[config.mk]
export PLATFORM = sky130hd
export DESIGN_NAME = fsde_plot
export DESIGN_NICKNAME = d
export VERILOG_FILES = /design/src/rtl/core/fsde_pkg.sv /design/src/rtl/core/fsde_plot.sv
export SDC_FILE = /design/constraint.sdc
export NUM_CORES = 1
export LEC_CHECK = 0
export BUFFER_PORTS_ARGS = -buffer_cell sky130_fd_sc_hd__buf_2
export CORE_ASPECT_RATIO = 1.2
export CORE_MARGIN = 3
export CORE_UTILIZATION = 52
export DETAILED_ROUTE_END_ITERATION = 8
export GPL_TIMING_DRIVEN = 1
export PLACE_DENSITY = 0.86
export SETUP_SLACK_MARGIN = 0.5
export SLEW_MARGIN = 15
export SYNTH_ARGS = -nofsm -noshare
export SYNTH_HDL_FRONTEND = slang
export SYNTH_SLANG_ARGS = --single-unit
[constraint.sdc]
create_clock -name vclk -period 3.9
set_input_delay 0.39 -clock vclk [all_inputs]
set_output_delay 0.39 -clock vclk [all_outputs]
set_load 0.005 [all_outputs]
[src/rtl/core/fsde_pkg.sv]
// package: screen geometry, command codes, segment table and shared types
package fsde_pkg;
  localparam int SCREEN_COLUMNS = 240;
  localparam int SCREEN_ROWS = 320;
  localparam int SEGMENT_PADDING = 2;
  localparam int FRAME_SIZE = SCREEN_COLUMNS * SCREEN_ROWS;
  localparam int ADDR_W = $clog2(FRAME_SIZE);
  localparam int CRD_W = 12;

  localparam logic [2:0] CMD_CLEAR = 3'd0;
  localparam logic [2:0] CMD_HLINE = 3'd1;
  localparam logic [2:0] CMD_VLINE = 3'd2;
  localparam logic [2:0] CMD_OUTLINE = 3'd3;
  localparam logic [2:0] CMD_FILL = 3'd4;
  localparam logic [2:0] CMD_DIGIT = 3'd5;
  localparam logic [2:0] CMD_READ = 3'd6;

  localparam logic [3:0] DIGIT_SOLID = 4'd10;

  typedef logic signed [CRD_W-1:0] crd_t;

  typedef struct packed {
    logic              we;
    logic              re;
    logic [ADDR_W-1:0] addr;
    logic [7:0]        data;
  } mem_req_t;

  function automatic logic [6:0] seg_mask(input logic [3:0] d);
    logic [6:0] m;
    unique case (d)
      4'd0: m = 7'h3F;
      4'd1: m = 7'h06;
      4'd2: m = 7'h5B;
      4'd3: m = 7'h4F;
      4'd4: m = 7'h66;
      4'd5: m = 7'h6D;
      4'd6: m = 7'h7D;
      4'd7: m = 7'h07;
      4'd8: m = 7'h7F;
      4'd9: m = 7'h6F;
      default: m = 7'h00;
    endcase
    return m;
  endfunction
endpackage

[src/rtl/core/fsde_plot.sv]
// plot unit: bounds check and address generation for one pixel
module fsde_plot
  import fsde_pkg::*;
(
  input  crd_t              x,
  input  crd_t              y,
  output logic              inside_scr,
  output logic [ADDR_W-1:0] addr
);
  logic [ADDR_W+CRD_W-1:0] prod;
  assign inside_scr = (x >= 0) && (y >= 0) && (x < crd_t'(SCREEN_COLUMNS))
                      && (y < crd_t'(SCREEN_ROWS));
  assign prod = (ADDR_W+CRD_W)'(y[CRD_W-2:0]) * (ADDR_W+CRD_W)'(SCREEN_COLUMNS)
                + (ADDR_W+CRD_W)'(x[CRD_W-2:0]);
  assign addr = prod[ADDR_W-1:0];
endmodule

==> impl_metrics.env <==
export IMPL_post_route_drc_count=0
export IMPL_min_path_type="in -> out"
export IMPL_antenna_left=0
export IMPL_finalMaxSlewViolations=0
export IMPL_die_w_um=58.1
export IMPL_design_seq_count=0
export IMPL_routedWlPerCell_um=21.7
export IMPL_synth_xor_area_share_pct=14.0
export IMPL_setup_worst_path_end_class="output pin"
export IMPL_critPathMaxStageDelay_ns=0.54
export IMPL_multiInputGateArea_mm2=0.00194
export IMPL_place_hpwl_mm=3.35
export IMPL_diodes=0
export IMPL_core_area_mm2=0.00308
export IMPL_dpl_cell_count=307
export IMPL_synth_compound_area_share_pct=16.3
export IMPL_ys_seq_area_share_pct=0
export IMPL_rows=22
export IMPL_yosys_area_share_simple_pct=7.98
export IMPL_violations="setup timing"
export IMPL_nFillCells=111
export IMPL_crit_fanout=4
export IMPL_hold_viol=0
export IMPL_antenna_found_initial=0
export IMPL_via_per_inst=5.93
export IMPL_synth_top_family_by_area="adder cells"
export IMPL_yosys_warnings=0
export IMPL_rsz0062_at_grt="yes"
export IMPL_grt_pass1_vias=1919
export IMPL_track_usage_pct=30.7
export IMPL_status="finished, violations left"
export IMPL_power_leakage_nw=1.40
export IMPL_final_cell_mix="51 x buf_4, 31 x inv_1, 28 x buf_2, 24 x ha_1, 17 x ha_4"
export IMPL_required_ns=3.51
export IMPL_fp_dieH_um=68.5
export IMPL_drive_gt1_share_pct=56.7
export IMPL_ir_worst_vdd_v=0.00146
export IMPL_die_area_mm2=0.00398
export IMPL_period_share_pct=114
export IMPL_initial_core_util_pct=54.9
export IMPL_dp_slack_ns=-0.604
export IMPL_setup_viol=7
export IMPL_powerDensity_mw_per_mm2=896
export IMPL_gp_congestion=0.817
export IMPL_grt_pass1_wl_mm=9.20
export IMPL_tightest_slew_ns=0.370
export IMPL_regArea_um2=0
export IMPL_fin_util_pct=91.8
export IMPL_syn_area_per_cell_um2=8.59
export IMPL_path_class="in -> out"
export IMPL_cpMaxStageDelayCell="fa_1"
export IMPL_setup_ws_ns=-0.562
export IMPL_critPathLaunchType="primary input"
export IMPL_n_clock_buffer=0
export IMPL_final_min_clock_period_ns=4.46
export IMPL_drv_cap=0
export IMPL_synth_mux_area_share_pct=0
export IMPL_synth_adder_area_share_pct=50.7
export IMPL_layout_cells_non_filler=320
export IMPL_nets=369
export IMPL_layout_commonest_cell="buf_4"
export IMPL_numPortBuffers=34
export IMPL_whs_path_depth=0
export IMPL_finalPower_mw=2.54
export IMPL_routed_wl_mm=6.95
export IMPL_via_count=1898
export IMPL_io_pin_count=42
export IMPL_synthCells=197
export IMPL_areaGrowthSynthToFinish_pct=67.2
export IMPL_hold_buffers=0
export IMPL_ys_types=31
export IMPL_fmax_mhz=224
export IMPL_grt_max_degree=10
export IMPL_synth_nets=280
export IMPL_dr_pass1_iters=4
export IMPL_relSlewSlack_pct=75.3
export IMPL_crit_chain="buf_6 -> ha_4 -> xor2_2 -> ha_1 -> inv_2 -> fa_1 -> inv_2 -> ha_4 -> a21oi_4 -> buf_4 -> xnor2_2 -> ha_2 -> or3_4 -> o21bai_4 -> a31oi_4 -> o21ai_2 -> a31oi_1 -> xor2_1 -> buf_2"
export IMPL_syn_area_mm2=0.00169
export IMPL_drt_initial_drc_count=166
export IMPL_gr_total_overflow=0
export IMPL_cp_data_arrival_time_ns=4.07
-- area by class of cell --
| cell class | count | area share, % |
|---|---|---|
| timing repair buffer | 91 | 23.9 |
| multi-input combinational | 151 | 68.4 |
| tap | 36 | 1.59 |
| inverter | 42 | 6.10 |
-- worst max-delay path, delay by kind of cell --
family | cells | cell delay [ns]
buf+inv | 5 | 0.48
xor+xnor | 3 | 0.44
simple gates | 1 | 0.40
compound gates | 5 | 0.75
fa+ha+maj | 5 | 1.58
-- kinds of logic after synthesis --
group	after synthesis
AOI/OAI and AO/OA	39
xor gates and xnor gates	27
adders and majority gates	59
buffers and inverters	46
and+or+nand+nor	26
-- through the flow --
step / area (µm²) / TNS, ns / hold WS [ns]
2_1_floorplan: 1810 / -0.215 / 0.861
3_3_place_gp: 2330 / -2.27 / 0.780
3_5_place_dp: 2330 / -2.63 / 0.780
4_1_cts: 2710 / -1.39 / 0.780
5_1_grt: 2830 / -3.35 / 0.780
6_report: 2830 / -2.63 / 0.780
-- power breakdown --
| group | internal [mW] | switching [mW] | total (mW) |
|---|---|---|---|
| logic | 1.34 | 1.20 | 2.54 |
| registers | 0 | 0 | 0 |
| clock network | 0 | 0 | 0 |
| total | 1.34 | 1.20 | 2.54 |
-- per-layer routing --
layer	up-vias	global-route usage [%]	part of all wire, %
met5	-	0	0
met4	0	14.8	5.5
met3	41	5.77	6.3
met2	104	61.6	52
met1	940	29.8	37
li1	813	-	-
-- cells in the mapped netlist (all sizes together) (4+ instances only) --
master,n,area share (%)
ha,43,32
inv,42,9.3
xnor2,19,9.8
fa,16,19
a21oi,14,4.1
xor2,8,4.1
nor2,7,1.6
o21ai,6,2.0
a21o,5,2.2
buf,4,1.8
nand2,4,0.89
-- path summary, 6_finish.rpt --
path	start	end	slack [ns]
setup / recovery	y[1]	addr[16]	-0.56
hold / removal	x[0]	addr[0]	0.78
-- what timing repair did --
action / CTS / global route
setup buffers: 10 / 3
endpoints found under the setup margin: 9 / 10
gates cloned: 0 / 0
resized for setup: 66 / 18
pin swaps: 48 / 16
No activity file was read; power rests on OpenSTA's default activity.
